===== config.mk =====
export PLATFORM = sky130hd
export DESIGN_NAME = sphere_triangle_subdivide_flat
export DESIGN_NICKNAME = d
export VERILOG_FILES = /design/src/rtl/core/sts_pkg.sv /design/src/rtl/core/sts_if.sv /design/src/rtl/core/sts_front.sv /design/src/rtl/core/sts_back.sv /design/src/rtl/core/sphere_triangle_subdivide.sv /design/src/flat_wrapper.sv
export SDC_FILE = /design/constraint.sdc
export NUM_CORES = 2
export LEC_CHECK = 0
export BUFFER_PORTS_ARGS = -buffer_cell sky130_fd_sc_hd__buf_2
export CORE_MARGIN = 2
export CORE_UTILIZATION = 46
export DETAILED_ROUTE_END_ITERATION = 8
export GPL_TIMING_DRIVEN = 0
export PLACE_DENSITY = 0.63
export SYNTH_ARGS = -nofsm -noshare
export SYNTH_HDL_FRONTEND = slang
export SYNTH_HIERARCHICAL = 1
export SYNTH_SLANG_ARGS = --single-unit

===== constraint.sdc =====
create_clock -name clock -period 36.9 [get_ports clock]
set_input_delay 1.845 -clock clock [delete_from_list [all_inputs] [get_ports clock]]
set_output_delay 1.845 -clock clock [all_outputs]
set_load 0.02 [all_outputs]

===== src/rtl/core/sts_pkg.sv =====
// ----------------------------------------------------------------------------
// Sphere triangle subdivision package
// Shared constants and types of the triangle subdivision block.
// ----------------------------------------------------------------------------
package sts_pkg;

   // Default coordinate format: signed Q2.14.
   localparam int COORD_BITS_DEF = 16;
   localparam int FRAC_BITS_DEF  = 14;

   // Magnitudes are normalized so that the largest lies in [2^30, 2^31).
   localparam int UN_W        = 31;
   localparam int SQ_W        = 2 * UN_W;
   localparam int ACC_W       = 64;
   localparam int ROOT_W      = 32;
   localparam int ROOT_STEPS  = ACC_W / 2;
   localparam int ROOT_REM_W  = ROOT_W + 2;
   localparam int DIV_REM_W   = ROOT_W + 3;
   localparam int CNT_W       = 6;

   localparam int QUEUE_DEPTH = 2;
   localparam int QPTR_W      = $clog2(QUEUE_DEPTH);

   // Back end sequencer, one-hot.
   typedef enum logic [8:0] {
      ST_IDLE  = 9'b000000001,
      ST_LOAD  = 9'b000000010,
      ST_NORM  = 9'b000000100,
      ST_SQ    = 9'b000001000,
      ST_ROOT  = 9'b000010000,
      ST_DIVI  = 9'b000100000,
      ST_DIV   = 9'b001000000,
      ST_STORE = 9'b010000000,
      ST_EMIT  = 9'b100000000
   } back_state_type;

   // Handshake between the queue head and the back end.
   typedef struct packed {
      logic valid;
   } head_status_type;

   typedef struct packed {
      logic pop;
   } head_ctrl_type;

endpackage


===== src/rtl/core/sts_if.sv =====
// ----------------------------------------------------------------------------
// Sphere triangle subdivision channels
// Valid/ready channels for input triangles and output triangles.
// ----------------------------------------------------------------------------
interface sts_req_if #(
   parameter int COORD_BITS = sts_pkg::COORD_BITS_DEF
);
   logic                         valid;
   logic                         ready;
   logic signed [COORD_BITS-1:0] v0_x, v0_y, v0_z;
   logic signed [COORD_BITS-1:0] v1_x, v1_y, v1_z;
   logic signed [COORD_BITS-1:0] v2_x, v2_y, v2_z;

   modport source (
      output valid, v0_x, v0_y, v0_z, v1_x, v1_y, v1_z, v2_x, v2_y, v2_z,
      input  ready
   );
   modport sink (
      input  valid, v0_x, v0_y, v0_z, v1_x, v1_y, v1_z, v2_x, v2_y, v2_z,
      output ready
   );
endinterface

interface sts_rsp_if #(
   parameter int COORD_BITS = sts_pkg::COORD_BITS_DEF
);
   logic                         valid;
   logic                         ready;
   logic signed [COORD_BITS-1:0] p0_x, p0_y, p0_z;
   logic signed [COORD_BITS-1:0] p1_x, p1_y, p1_z;
   logic signed [COORD_BITS-1:0] p2_x, p2_y, p2_z;
   logic                         last_of_run;

   modport source (
      output valid, p0_x, p0_y, p0_z, p1_x, p1_y, p1_z, p2_x, p2_y, p2_z,
             last_of_run,
      input  ready
   );
   modport sink (
      input  valid, p0_x, p0_y, p0_z, p1_x, p1_y, p1_z, p2_x, p2_y, p2_z,
             last_of_run,
      output ready
   );
endinterface


===== src/rtl/core/sts_front.sv =====
// ----------------------------------------------------------------------------
// Sphere triangle subdivision front end
// Accepts triangles, forms the edge sum of each pair of vertices and queues them.
// ----------------------------------------------------------------------------
module sts_front #(
   parameter int COORD_BITS = sts_pkg::COORD_BITS_DEF
) (
   input  logic                          clock,
   input  logic                          reset,
   sts_req_if.sink                       req_ch,
   output sts_pkg::head_status_type      hd_status,
   input  sts_pkg::head_ctrl_type        hd_ctrl,
   output logic [COORD_BITS-1:0]         hd_verts [3][3],
   output logic [COORD_BITS:0]           hd_sums  [3][3]
);
   localparam int C  = COORD_BITS;
   localparam int SW = C + 1;
   localparam int CW = sts_pkg::QPTR_W + 1;

   logic [C-1:0]              in_v [3][3];
   logic [SW-1:0]             in_s [3][3];
   logic [C-1:0]              q_v_ff [sts_pkg::QUEUE_DEPTH][3][3];
   logic [SW-1:0]             q_s_ff [sts_pkg::QUEUE_DEPTH][3][3];
   logic [sts_pkg::QPTR_W-1:0] wr_ptr_ff, wr_ptr_in, rd_ptr_ff, rd_ptr_in;
   logic [CW-1:0]             cnt_ff, cnt_in;
   logic                      push, pop;

   assign in_v[0][0] = req_ch.v0_x;
   assign in_v[0][1] = req_ch.v0_y;
   assign in_v[0][2] = req_ch.v0_z;
   assign in_v[1][0] = req_ch.v1_x;
   assign in_v[1][1] = req_ch.v1_y;
   assign in_v[1][2] = req_ch.v1_z;
   assign in_v[2][0] = req_ch.v2_x;
   assign in_v[2][1] = req_ch.v2_y;
   assign in_v[2][2] = req_ch.v2_z;

   // Edge sums in the order m01, m02, m12, exact at one extra bit.
   always_comb begin
      for (int k = 0; k < 3; k++) begin
         in_s[0][k] = {in_v[0][k][C-1], in_v[0][k]} + {in_v[1][k][C-1], in_v[1][k]};
         in_s[1][k] = {in_v[0][k][C-1], in_v[0][k]} + {in_v[2][k][C-1], in_v[2][k]};
         in_s[2][k] = {in_v[1][k][C-1], in_v[1][k]} + {in_v[2][k][C-1], in_v[2][k]};
      end
   end

   assign req_ch.ready    = (cnt_ff != CW'(sts_pkg::QUEUE_DEPTH));
   assign push            = req_ch.valid && req_ch.ready;
   assign hd_status.valid = (cnt_ff != '0);
   assign pop             = hd_ctrl.pop && hd_status.valid;
   assign hd_verts        = q_v_ff[rd_ptr_ff];
   assign hd_sums         = q_s_ff[rd_ptr_ff];

   always_comb begin
      wr_ptr_in = push ? wr_ptr_ff + 1'b1 : wr_ptr_ff;
      rd_ptr_in = pop  ? rd_ptr_ff + 1'b1 : rd_ptr_ff;
      cnt_in    = cnt_ff + CW'(push) - CW'(pop);
   end

   always_ff @(posedge clock) begin
      if (reset) begin
         wr_ptr_ff <= '0;
         rd_ptr_ff <= '0;
         cnt_ff    <= '0;
      end else begin
         wr_ptr_ff <= wr_ptr_in;
         rd_ptr_ff <= rd_ptr_in;
         cnt_ff    <= cnt_in;
      end
   end

   always_ff @(posedge clock) begin
      if (push) begin
         q_v_ff[wr_ptr_ff] <= in_v;
         q_s_ff[wr_ptr_ff] <= in_s;
      end
   end

endmodule


===== src/rtl/core/sts_back.sv =====
// ----------------------------------------------------------------------------
// Sphere triangle subdivision back end
// Normalizes the three midpoints with a shared datapath and sends out
// the four triangles of each input.
// ----------------------------------------------------------------------------
module sts_back #(
   parameter int COORD_BITS = sts_pkg::COORD_BITS_DEF,
   parameter int FRAC_BITS  = sts_pkg::FRAC_BITS_DEF
) (
   input  logic                          clock,
   input  logic                          reset,
   input  sts_pkg::head_status_type      hd_status,
   output sts_pkg::head_ctrl_type        hd_ctrl,
   input  logic [COORD_BITS-1:0]         hd_verts [3][3],
   input  logic [COORD_BITS:0]           hd_sums  [3][3],
   sts_rsp_if.source                     rsp_ch
);
   localparam int C     = COORD_BITS;
   localparam int F     = FRAC_BITS;
   localparam int SW    = C + 1;
   localparam int NW    = (SW > 32) ? SW : 32;
   localparam int UN    = sts_pkg::UN_W;
   localparam int QW    = F + 1;
   localparam int NUM_W = UN + F + 2;
   localparam int RW    = sts_pkg::ROOT_W;
   localparam int RRW   = sts_pkg::ROOT_REM_W;
   localparam int DRW   = sts_pkg::DIV_REM_W;
   localparam int AW    = sts_pkg::ACC_W;
   localparam int EW    = (QW > C) ? QW : C;
   localparam int CNT_W = sts_pkg::CNT_W;

   sts_pkg::back_state_type state_ff, state_in;
   logic [1:0]        mi_ff, mi_in;
   logic [CNT_W-1:0]  cnt_ff, cnt_in;
   logic              ev_ff, ev_in;
   logic [1:0]        ec_ff, ec_in;

   logic [C-1:0]      w_v_ff [3][3];
   logic [SW-1:0]     w_s_ff [3][3];
   logic [2:0]        neg_ff, neg_in;
   logic [NW-1:0]     u_ff [3], u_in [3];
   logic [sts_pkg::SQ_W-1:0] prod_ff, prod_in;
   logic [AW-1:0]     acc_ff, acc_in;
   logic [RW-1:0]     root_ff, root_in;
   logic [RRW-1:0]    rrem_ff, rrem_in;
   logic [DRW-1:0]    dr_ff [3], dr_in [3];
   logic [QW-1:0]     dn_ff [3], dn_in [3];
   logic [C-1:0]      mid_ff [3][3], mid_in [3][3];
   logic [C-1:0]      e_v_ff [3][3], e_m_ff [3][3];
   logic [C-1:0]      corner [3][3];

   logic              load_w, load_e, rsp_xfer, last_xfer, all_zero, lo, hi;
   logic [SW-1:0]     s_sel, s_abs;
   logic [RRW+1:0]    r_a, r_b, r_t;
   logic [NUM_W-1:0]  num;
   logic [DRW-1:0]    d_t, den;
   logic [EW-1:0]     mag, lim;

   assign rsp_xfer  = rsp_ch.valid && rsp_ch.ready;
   assign last_xfer = rsp_xfer && (ec_ff == 2'd3);
   assign den       = DRW'({root_ff, 1'b0});
   assign lim       = EW'({(C-1){1'b1}});

   always_comb begin
      state_in = state_ff;
      mi_in    = mi_ff;
      cnt_in   = cnt_ff;
      neg_in   = neg_ff;
      u_in     = u_ff;
      prod_in  = prod_ff;
      acc_in   = acc_ff;
      root_in  = root_ff;
      rrem_in  = rrem_ff;
      dr_in    = dr_ff;
      dn_in    = dn_ff;
      mid_in   = mid_ff;
      load_w   = 1'b0;
      load_e   = 1'b0;
      all_zero = 1'b1;
      lo       = 1'b1;
      hi       = 1'b0;
      s_sel    = '0;
      s_abs    = '0;
      r_a      = '0;
      r_b      = '0;
      r_t      = '0;
      num      = '0;
      d_t      = '0;
      mag      = '0;

      unique case (state_ff)
         sts_pkg::ST_IDLE: begin
            if (hd_status.valid) begin
               load_w   = 1'b1;
               mi_in    = 2'd0;
               state_in = sts_pkg::ST_LOAD;
            end
         end
         sts_pkg::ST_LOAD: begin
            for (int k = 0; k < 3; k++) begin
               s_sel     = w_s_ff[mi_ff][k];
               s_abs     = s_sel[SW-1] ? (~s_sel + 1'b1) : s_sel;
               neg_in[k] = s_sel[SW-1];
               u_in[k]   = NW'(s_abs);
               if (s_sel != '0) all_zero = 1'b0;
            end
            if (all_zero) begin
               // A midpoint at the origin comes out as zero.
               for (int k = 0; k < 3; k++) mid_in[mi_ff][k] = '0;
               mi_in    = mi_ff + 1'b1;
               state_in = (mi_ff == 2'd2) ? sts_pkg::ST_EMIT : sts_pkg::ST_LOAD;
            end else begin
               state_in = sts_pkg::ST_NORM;
            end
         end
         sts_pkg::ST_NORM: begin
            // One bit a cycle until the largest magnitude has its top bit at 30.
            for (int k = 0; k < 3; k++) begin
               if (u_ff[k][NW-1:30] != '0) lo = 1'b0;
               if (u_ff[k][NW-1:31] != '0) hi = 1'b1;
            end
            if (lo) begin
               for (int k = 0; k < 3; k++) u_in[k] = u_ff[k] << 1;
            end else if (hi) begin
               for (int k = 0; k < 3; k++) u_in[k] = u_ff[k] >> 1;
            end else begin
               cnt_in   = '0;
               state_in = sts_pkg::ST_SQ;
            end
         end
         sts_pkg::ST_SQ: begin
            if (cnt_ff[1:0] != 2'd3) prod_in = u_ff[cnt_ff[1:0]][UN-1:0] *
                                              u_ff[cnt_ff[1:0]][UN-1:0];
            acc_in = (cnt_ff == '0) ? '0 : acc_ff + AW'(prod_ff);
            cnt_in = cnt_ff + 1'b1;
            if (cnt_ff[1:0] == 2'd3) begin
               cnt_in   = '0;
               root_in  = '0;
               rrem_in  = '0;
               state_in = sts_pkg::ST_ROOT;
            end
         end
         sts_pkg::ST_ROOT: begin
            // Integer square root, one result bit a cycle.
            r_a    = {rrem_ff, acc_ff[AW-1:AW-2]};
            r_b    = (RRW+2)'({root_ff, 2'b01});
            r_t    = r_a - r_b;
            acc_in = acc_ff << 2;
            if (r_a >= r_b) begin
               rrem_in = r_t[RRW-1:0];
               root_in = {root_ff[RW-2:0], 1'b1};
            end else begin
               rrem_in = r_a[RRW-1:0];
               root_in = {root_ff[RW-2:0], 1'b0};
            end
            cnt_in = cnt_ff + 1'b1;
            if (cnt_ff == CNT_W'(sts_pkg::ROOT_STEPS - 1)) begin
               state_in = sts_pkg::ST_DIVI;
            end
         end
         sts_pkg::ST_DIVI: begin
            // Adding the root before halving the quotient rounds to nearest.
            for (int k = 0; k < 3; k++) begin
               num      = (NUM_W'(u_ff[k][UN-1:0]) << QW) + NUM_W'(root_ff);
               dr_in[k] = DRW'(num[NUM_W-1:QW]);
               dn_in[k] = num[QW-1:0];
            end
            cnt_in   = '0;
            state_in = sts_pkg::ST_DIV;
         end
         sts_pkg::ST_DIV: begin
            for (int k = 0; k < 3; k++) begin
               d_t = {dr_ff[k][DRW-2:0], dn_ff[k][QW-1]};
               if (d_t >= den) begin
                  dr_in[k] = d_t - den;
                  dn_in[k] = {dn_ff[k][QW-2:0], 1'b1};
               end else begin
                  dr_in[k] = d_t;
                  dn_in[k] = {dn_ff[k][QW-2:0], 1'b0};
               end
            end
            cnt_in = cnt_ff + 1'b1;
            if (cnt_ff == CNT_W'(QW - 1)) state_in = sts_pkg::ST_STORE;
         end
         sts_pkg::ST_STORE: begin
            for (int k = 0; k < 3; k++) begin
               mag = EW'(dn_ff[k]);
               if (mag > lim) mag = lim;
               if (neg_ff[k]) mag = ~mag + 1'b1;
               mid_in[mi_ff][k] = mag[C-1:0];
            end
            mi_in    = mi_ff + 1'b1;
            state_in = (mi_ff == 2'd2) ? sts_pkg::ST_EMIT : sts_pkg::ST_LOAD;
         end
         sts_pkg::ST_EMIT: begin
            if (!ev_ff || last_xfer) begin
               load_e   = 1'b1;
               state_in = sts_pkg::ST_IDLE;
            end
         end
         default: state_in = sts_pkg::ST_IDLE;
      endcase
   end

   assign hd_ctrl.pop = load_w;

   always_comb begin
      ev_in = ev_ff;
      ec_in = ec_ff;
      if (rsp_xfer) begin
         ec_in = ec_ff + 1'b1;
         if (ec_ff == 2'd3) ev_in = 1'b0;
      end
      if (load_e) begin
         ev_in = 1'b1;
         ec_in = 2'd0;
      end
   end

   always_ff @(posedge clock) begin
      if (reset) begin
         state_ff <= sts_pkg::ST_IDLE;
         mi_ff    <= '0;
         cnt_ff   <= '0;
         ev_ff    <= 1'b0;
         ec_ff    <= '0;
      end else begin
         state_ff <= state_in;
         mi_ff    <= mi_in;
         cnt_ff   <= cnt_in;
         ev_ff    <= ev_in;
         ec_ff    <= ec_in;
      end
   end

   always_ff @(posedge clock) begin
      neg_ff  <= neg_in;
      u_ff    <= u_in;
      prod_ff <= prod_in;
      acc_ff  <= acc_in;
      root_ff <= root_in;
      rrem_ff <= rrem_in;
      dr_ff   <= dr_in;
      dn_ff   <= dn_in;
      mid_ff  <= mid_in;
      if (load_w) begin
         w_v_ff <= hd_verts;
         w_s_ff <= hd_sums;
      end
      if (load_e) begin
         e_v_ff <= w_v_ff;
         e_m_ff <= mid_ff;
      end
   end

   // Triangle order: (m01,m02,m12), (v0,m01,m02), (v1,m01,m12), (v2,m02,m12).
   always_comb begin
      case (ec_ff)
         2'd0: corner = '{e_m_ff[0], e_m_ff[1], e_m_ff[2]};
         2'd1: corner = '{e_v_ff[0], e_m_ff[0], e_m_ff[1]};
         2'd2: corner = '{e_v_ff[1], e_m_ff[0], e_m_ff[2]};
         default: corner = '{e_v_ff[2], e_m_ff[1], e_m_ff[2]};
      endcase
   end

   assign rsp_ch.valid       = ev_ff;
   assign rsp_ch.p0_x        = corner[0][0];
   assign rsp_ch.p0_y        = corner[0][1];
   assign rsp_ch.p0_z        = corner[0][2];
   assign rsp_ch.p1_x        = corner[1][0];
   assign rsp_ch.p1_y        = corner[1][1];
   assign rsp_ch.p1_z        = corner[1][2];
   assign rsp_ch.p2_x        = corner[2][0];
   assign rsp_ch.p2_y        = corner[2][1];
   assign rsp_ch.p2_z        = corner[2][2];
   assign rsp_ch.last_of_run = (ec_ff == 2'd3);

endmodule


===== src/rtl/core/sphere_triangle_subdivide.sv =====
// ----------------------------------------------------------------------------
// Sphere triangle subdivision
// One step of icosphere refinement on signed fixed-point triangles.
// ----------------------------------------------------------------------------
// Each accepted triangle yields four triangles on the result channel, the
// fourth flagged with last_of_run. A two-entry queue after the input lets
// triangles be taken while earlier ones are still being worked on, and the
// result stage holds a finished triangle set while the next one is computed.
// Throughput is set by the shared midpoint datapath, which handles the three
// midpoints one after another: each is loaded, normalized by one-bit shifts
// (at most 30 of them), squared and summed, passed through the bit-serial
// square root, set up for and run through the bit-serial division, and
// stored, while a midpoint at the origin is settled at its load. Once the
// triangle has been taken from the queue and its three midpoints are done,
// the set is handed to the result stage. The hand-over waits while the
// previous four triangles are still being sent.
module sphere_triangle_subdivide #(
   parameter int COORD_BITS = sts_pkg::COORD_BITS_DEF,
   parameter int FRAC_BITS  = sts_pkg::FRAC_BITS_DEF
) (
   input  logic      clock,
   input  logic      reset,
   sts_req_if.sink   req_ch,
   sts_rsp_if.source rsp_ch
);
   sts_pkg::head_status_type hd_status;
   sts_pkg::head_ctrl_type   hd_ctrl;
   logic [COORD_BITS-1:0]    hd_verts [3][3];
   logic [COORD_BITS:0]      hd_sums  [3][3];

   sts_front #(
      .COORD_BITS (COORD_BITS)
   ) u_front (
      .clock     (clock),
      .reset     (reset),
      .req_ch    (req_ch),
      .hd_status (hd_status),
      .hd_ctrl   (hd_ctrl),
      .hd_verts  (hd_verts),
      .hd_sums   (hd_sums)
   );

   sts_back #(
      .COORD_BITS (COORD_BITS),
      .FRAC_BITS  (FRAC_BITS)
   ) u_back (
      .clock     (clock),
      .reset     (reset),
      .hd_status (hd_status),
      .hd_ctrl   (hd_ctrl),
      .hd_verts  (hd_verts),
      .hd_sums   (hd_sums),
      .rsp_ch    (rsp_ch)
   );

endmodule


===== src/flat_wrapper.sv =====
// flat-port wrapper written by rule: the top's interface ports become plain ports
module sphere_triangle_subdivide_flat 
#(
   parameter int COORD_BITS = sts_pkg::COORD_BITS_DEF,
   parameter int FRAC_BITS  = sts_pkg::FRAC_BITS_DEF
)
  (clock, reset, req_ch_valid, req_ch_v0_x, req_ch_v0_y, req_ch_v0_z, req_ch_v1_x, req_ch_v1_y, req_ch_v1_z, req_ch_v2_x, req_ch_v2_y, req_ch_v2_z, req_ch_ready, rsp_ch_valid, rsp_ch_p0_x, rsp_ch_p0_y, rsp_ch_p0_z, rsp_ch_p1_x, rsp_ch_p1_y, rsp_ch_p1_z, rsp_ch_p2_x, rsp_ch_p2_y, rsp_ch_p2_z, rsp_ch_last_of_run, rsp_ch_ready);
  sts_req_if #(.COORD_BITS(COORD_BITS)) req_ch_i ();
  sts_rsp_if #(.COORD_BITS(COORD_BITS)) rsp_ch_i ();
  input  logic clock;
  input  logic reset;
  input wire logic [$bits(req_ch_i.valid)-1:0] req_ch_valid;
  input wire logic [$bits(req_ch_i.v0_x)-1:0] req_ch_v0_x;
  input wire logic [$bits(req_ch_i.v0_y)-1:0] req_ch_v0_y;
  input wire logic [$bits(req_ch_i.v0_z)-1:0] req_ch_v0_z;
  input wire logic [$bits(req_ch_i.v1_x)-1:0] req_ch_v1_x;
  input wire logic [$bits(req_ch_i.v1_y)-1:0] req_ch_v1_y;
  input wire logic [$bits(req_ch_i.v1_z)-1:0] req_ch_v1_z;
  input wire logic [$bits(req_ch_i.v2_x)-1:0] req_ch_v2_x;
  input wire logic [$bits(req_ch_i.v2_y)-1:0] req_ch_v2_y;
  input wire logic [$bits(req_ch_i.v2_z)-1:0] req_ch_v2_z;
  output wire logic [$bits(req_ch_i.ready)-1:0] req_ch_ready;
  output wire logic [$bits(rsp_ch_i.valid)-1:0] rsp_ch_valid;
  output wire logic [$bits(rsp_ch_i.p0_x)-1:0] rsp_ch_p0_x;
  output wire logic [$bits(rsp_ch_i.p0_y)-1:0] rsp_ch_p0_y;
  output wire logic [$bits(rsp_ch_i.p0_z)-1:0] rsp_ch_p0_z;
  output wire logic [$bits(rsp_ch_i.p1_x)-1:0] rsp_ch_p1_x;
  output wire logic [$bits(rsp_ch_i.p1_y)-1:0] rsp_ch_p1_y;
  output wire logic [$bits(rsp_ch_i.p1_z)-1:0] rsp_ch_p1_z;
  output wire logic [$bits(rsp_ch_i.p2_x)-1:0] rsp_ch_p2_x;
  output wire logic [$bits(rsp_ch_i.p2_y)-1:0] rsp_ch_p2_y;
  output wire logic [$bits(rsp_ch_i.p2_z)-1:0] rsp_ch_p2_z;
  output wire logic [$bits(rsp_ch_i.last_of_run)-1:0] rsp_ch_last_of_run;
  input wire logic [$bits(rsp_ch_i.ready)-1:0] rsp_ch_ready;
  assign req_ch_i.valid = req_ch_valid;
  assign req_ch_i.v0_x = req_ch_v0_x;
  assign req_ch_i.v0_y = req_ch_v0_y;
  assign req_ch_i.v0_z = req_ch_v0_z;
  assign req_ch_i.v1_x = req_ch_v1_x;
  assign req_ch_i.v1_y = req_ch_v1_y;
  assign req_ch_i.v1_z = req_ch_v1_z;
  assign req_ch_i.v2_x = req_ch_v2_x;
  assign req_ch_i.v2_y = req_ch_v2_y;
  assign req_ch_i.v2_z = req_ch_v2_z;
  assign req_ch_ready = req_ch_i.ready;
  assign rsp_ch_valid = rsp_ch_i.valid;
  assign rsp_ch_p0_x = rsp_ch_i.p0_x;
  assign rsp_ch_p0_y = rsp_ch_i.p0_y;
  assign rsp_ch_p0_z = rsp_ch_i.p0_z;
  assign rsp_ch_p1_x = rsp_ch_i.p1_x;
  assign rsp_ch_p1_y = rsp_ch_i.p1_y;
  assign rsp_ch_p1_z = rsp_ch_i.p1_z;
  assign rsp_ch_p2_x = rsp_ch_i.p2_x;
  assign rsp_ch_p2_y = rsp_ch_i.p2_y;
  assign rsp_ch_p2_z = rsp_ch_i.p2_z;
  assign rsp_ch_last_of_run = rsp_ch_i.last_of_run;
  assign rsp_ch_i.ready = rsp_ch_ready;
  sphere_triangle_subdivide #(.COORD_BITS(COORD_BITS), .FRAC_BITS(FRAC_BITS)) u_core (.clock(clock), .reset(reset), .req_ch(req_ch_i), .rsp_ch(rsp_ch_i));
endmodule

**Word-level counts from Yosys, hierarchy flattened**

Memory sizes are Yosys's and may differ from the RTL's. A register that Yosys moved wholly into a read port is not among the register bits.
Cells that the tools add are included.

- Register bits: 894
- Bits in writable memories: 594
- Memories: 2

- $add $sub $neg: 30
- $mul: 1
- $lt $le $gt $ge: 10
- Equal/unequal tests: 27
- Muxes and demuxes: 90
- Bitwise operators: 14
- Reduce and logical (&&, ||, !) cells: 34

Memory list:

| name | depth | bits a word | read ports | clocked after Yosys merged registers in | write ports | line | RTL |
|---|---|---|---|---|---|---|---|
| u_core.u_front.q_s_ff | 2 | 153 | 1 | 1 | 1 | sts_front.sv:23 | `logic [SW-1:0] q_s_ff [sts_pkg::QUEUE_DEPTH][3][3];` |
| u_core.u_front.q_v_ff | 2 | 144 | 1 | 1 | 1 | sts_front.sv:22 | `logic [C-1:0] q_v_ff [sts_pkg::QUEUE_DEPTH][3][3];` |

Operators with widths:

| operator | number |
|---|---|
| $and A144 B144 Y144 | 3 |
| $bwmux W144 | 3 |
| $not A144 Y144 | 3 |
| $pmux W144 S3 | 1 |
| $demux W48 S2 | 3 |
| $pmux W144 S2 | 1 |
| $pmux W104 S2 | 1 |
| $mux W96 | 2 |
| $pmux W96 S2 | 1 |
| $mux W16 | 10 |
| $add A16 B16 Y17 | 9 |
| $mux W144 | 1 |
| $add A46 B32 Y47 | 3 |
| $pmux W64 S2 | 1 |
| $ge A35 B33 Y1 | 3 |
| $bmux W51 S2 | 1 |
| $mux W34 | 3 |
| $mux W51 | 2 |
| $pmux W45 S2 | 1 |
| $mux W9 | 9 |
| $pmux W9 S9 | 1 |
| $mux W35 | 2 |
| $sub A35 B33 Y35 | 2 |
| $pmux W34 S2 | 1 |
| other kinds (60) | 139 |

**Longest topological paths before layout**

- Depth in word-level cells: 11
- Depth in mapped cells: 37

**Cells and area by module**

The synthesis kept the hierarchy.

By module, submodules not included:

| module | instances | cells each | area an instance (µm²) |
|---|---|---|---|
| sts_back | 1 | 8529 | 88972.8 |
| sts_front | 1 | 1797 | 27988.1 |

**Least setup slack after synthesis**

No wires, ideal clock.

- Kind: input to register
- Start: input rsp_ch_ready
- End: register u_core/u_back/e_m_ff[0] (netlist name) (enable)
- Setup time: 1.036 ns
- Arrival time: 15.821 ns
- Path slack: 20.043 ns
- Cell stages on the path: 2
- Path buffers: 0
- Cells stage by stage: nand2_1 a21oi_1

- Cells in the longest elaborated chain, start to end: 5

Ends and longest elaborated chain:

| item | line | RTL |
|---|---|---|
| start: declaration | flat_wrapper.sv:34 | `input wire logic [$bits(rsp_ch_i.ready)-1:0] rsp_ch_ready;` |
| $logic_and A1 B1 Y1 | sts_back.sv:59 | `assign rsp_xfer = rsp_ch.valid && rsp_ch.ready;` |
| $logic_and A1 B1 Y1 | sts_back.sv:60 | `assign last_xfer = rsp_xfer && (ec_ff == 2'd3);` |
| $logic_or A1 B1 Y1 | sts_back.sv:196 | `if (!ev_ff \|\| last_xfer) begin` |
| $mux W1 | sts_back.sv:196 |  |
| $mux W1 | sts_back.sv:91 | `unique case (state_ff)` |
| end signal: assignment | sts_back.sv:252 | `e_m_ff <= mid_ff;` |
| end: declaration | sts_back.sv:49 | `logic [C-1:0] e_v_ff [3][3], e_m_ff [3][3];` |

No other way between the ends.
A chain may end at the register's enable or synchronous reset.

**Worst setup path in the final report**

- Start: register u_core.u_back.cnt_ff[0]
- End: register u_core/u_back/prod_ff[49] (netlist name), data pin

- Cells in the longest elaborated chain, start to end: 5

Ends and longest elaborated chain:

| item | line | RTL |
|---|---|---|
| start: declaration | sts_back.sv:34 | `logic [CNT_W-1:0] cnt_ff, cnt_in;` |
| start signal: assignment | sts_back.sv:230 | `cnt_ff <= cnt_in;` |
| $not A2 Y3 (not written as such) | sts_back.sv:132, sts_back.sv:133 |  |
| $bmux W32 S2 | sts_back.sv:132, sts_back.sv:133 |  |
| $mux W31 (not written as such) (2 in series) | sts_back.sv:132, sts_back.sv:133 |  |
| $mul A31 B31 Y62 | sts_back.sv:132 | `if (cnt_ff[1:0] != 2'd3) prod_in = u_ff[cnt_ff[1:0]][UN-1:0] *` |
| end signal: assignment | sts_back.sv:239 | `prod_ff <= prod_in;` |
| end: declaration | sts_back.sv:42 | `logic [sts_pkg::SQ_W-1:0] prod_ff, prod_in;` |

No other way between the ends. The select of a mux whose other input is x is not followed.

==> metrics <==
crit-path max FO=10; worst-case clock skew=0.158 ns; Post-DRT Antenna Nets=0; vias=83600; drt wl/cell=26.8 um; root buffer cell=clkbuf_16; initial core utilization=46.1%; # rows=185; Synth Register Bits=1785; first-pass GRT wire length=556000 um; Yosys cell types=96; GPL Wtd Cong=0.987; dominant combinational cell family by area after synthesis=adder cells; post-DP HPWL=302000 um; PortBufs=294; Synth Area in Compound Gates=11.3%; Synth Cell Area=117000 um^2; worst-margin pin slew=1.51 ns; RSZ-0062 raised after global routing=no; share of post-route cells with drive strength above 1=9.51%; Final min period=12.78 ns; Rel. slew slack=-0.620%; crit path DAT=13.38 ns; final setup fails=0; clk sinks=1785; Ys Warns=6; Setup Crit Path Kind=reg2reg; Syn Inst Count=10300; Main synth FF type=edfxtp_1; total gr overflow=0; fin cells=14400; Longest Clk Path Bufs=3; Sum Neg Setup Slack=0 ns; vias in the first global route=83600; Post-synth ARST share=0%; number of max-cap violations=2; CP endpoint kind=flip-flop; initial antenna violation count=48; Die Area=258000 um^2; Final Hold Viols=0; Post-CTS Resized=0; GRT Total Usage=29.4%; cell mode on critical path=fa_1; hold_buf cts=0; most frequent cells in the layout=edfxtp_1, inv_1, nand2_1, fa_1, nor2_1; final hold slack=0.334 ns; share of the yosys chip area belonging to registers=45.6%; number of synthesized flops with an enable pin=1760; routed wire length=385000 um; met1 wire length=148000 um; WL met2=185000 um; P&R area growth vs syn=11.5%; DRT iter0 DRCs=8368; syn_area_per_cell=11.3 um^2; min-delay worst type=reg2reg; largest net degree at the start of global routing=67; Critical Path RT=37.50 ns; Slowest cell on crit path=nor2_1; DR WL met3=29200 um; Final Max Tran Viols=9; Die Wd=508 um; Final period util=34.6%; chip height=508 um; status=finished, violations left; Worst-path clk slew=0.06 ns; CP Launch Type=flip-flop; latest clock arrival within the worst-skew pair=0.93 ns; Max Used Layer=met5; IO Pins=295; crit-path max cell delay=0.82 ns; failing checks=capacitance limit, slew limit; final worst slack=24.12 ns; via/cell ratio=5.80; CTS H-tree lvls=4; DP Cell Count=14000; nets=12400; drt pass-1 iters=6; DRC viols=0; Place WS=24.05 ns; Post-Synth Simple-Gate Area=8.86%; CTS tree=built; Num CTS Buffers=190; area share of xor/xnor cells in the synthesized design=3.87%; most common cell after layout, fill and taps aside=edfxtp_1; Post-Synth Adder-Cell Area=20.3%; Post-CTS Setup Bufs=0; mux cell area share after synthesis=4.71%; core footprint=253000 um^2; Fmax achieved=78.2 MHz
==> per-stage QoR <==
stage | instance area (um^2) | utilization (%)
after floorplan | 117000 | -
after global placement | 123000 | 48.4
after detailed placement | 124000 | 48.9
after CTS | 130000 | 51.4
after global routing | 130000 | 51.4
final | 130000 | 51.4
==> kinds of logic (layout without fill, tap and decap cells) <==
logic type,after synthesis,after routing
AOI/OAI and AO/OA,2049,2049
and+or+nand+nor,2380,2380
other,1,21
muxes,513,513
DFF,1785,1785
xor gates and xnor gates,517,517
buffers and inverters,1646,2343
adders and majority gates,1435,1435
==> sequential cells by signal, indices dropped and copies added (netlist names), 2 cells and up, named ones only <==
register                count
u_core/u_back/ec_ff         2
u_core/u_front/q_v_ff     288
u_core/u_back/prod_ff      61
u_core/u_front/cnt_ff       2
u_core/u_back/mi_ff         2
u_core/u_back/acc_ff       64
u_core/u_back/e_m_ff      144
u_core/u_back/rrem_ff      34
u_core/u_back/root_ff      32
u_core/u_back/w_v_ff      144
u_core/u_back/u_ff         96
u_core/u_back/dr_ff       102
u_core/u_back/state_ff      9
u_core/u_back/dn_ff        45
u_core/u_back/neg_ff        3
u_core/u_back/e_v_ff      144
u_core/u_back/w_s_ff      153
u_core/u_front/q_s_ff     306
u_core/u_back/cnt_ff        6
u_core/u_back/mid_ff      144
==> worst max-delay path, delay by kind of cell, from the launching register on <==
kind | cells | cell delay [ns]
fa+ha+maj | 9 | 4.56
xor+xnor | 1 | 0.22
flops | 1 | 0.33
buf+inv | 9 | 2.69
compound gates | 9 | 2.53
simple gates | 4 | 2.17
==> cell type report <==
class	count	area, um^2
Clock inverter	118	1430
Clock buffer	233	4930
Tap cell	3366	4210
Sequential cell	1785	53400
Timing Repair Buffer	346	2660
Antenna cell	18	45.0
Inverter	1249	4690
Multi-Input combinational cell	6897	57500
Buffer	397	1560
Fill cell	22300	123000
==> cells in the mapped netlist, drive strengths merged, types with 19 or more instances <==
master	count	area share (%)
ha	669	7.2
or3	46	0.25
mux2i	211	1.8
edfxtp	1760	45
a211oi	100	0.65
nand2b	60	0.32
or2	19	0.10
nor2b	61	0.33
nor2	736	2.4
a21o	222	1.4
and3	46	0.25
dfxtp	25	0.43
a31oi	71	0.38
fa	766	13
a222oi	48	0.41
nand2	1038	3.3
buf	68	0.28
a2111oi	20	0.26
inv	1238	4.0
o31ai	35	0.24
and2	24	0.13
a21oi	625	2.7
o21a	65	0.42
xor2	226	1.7
o211ai	26	0.17
xnor2	291	2.2
nand4	63	0.34
nor3	105	0.45
o21bai	64	0.41
a21boi	22	0.14
a22o	100	0.75
o21ai	482	2.1
nand3	95	0.41
clkbuf	329	1.1
mux2	302	2.9
a31o	26	0.19
==> worst paths after layout <==
path | start | endpoint | slack, ns | cells past startpoint
min | u_core/u_back/w_v_ff[19] | u_core/u_back/e_v_ff[19] | 0.33 | 0
min reg2reg | u_core/u_back/w_v_ff[19] | u_core/u_back/e_v_ff[19] | 0.33 | 0
max reg2reg | u_core/u_back/cnt_ff[0] | u_core/u_back/prod_ff[49] | 24.12 | 32
max | u_core/u_back/cnt_ff[0] | u_core/u_back/prod_ff[49] | 24.12 | 32
==> layer usage <==
metal,track usage [%],up-vias
met3,5.44,846
met4,15.3,44
met5,0,-
met2,49.3,3571
li1,-,37300
met1,36.2,41800
Power is not shown: default switching activity piles up to over one toggle a cycle in this logic, so the estimate is an artifact.
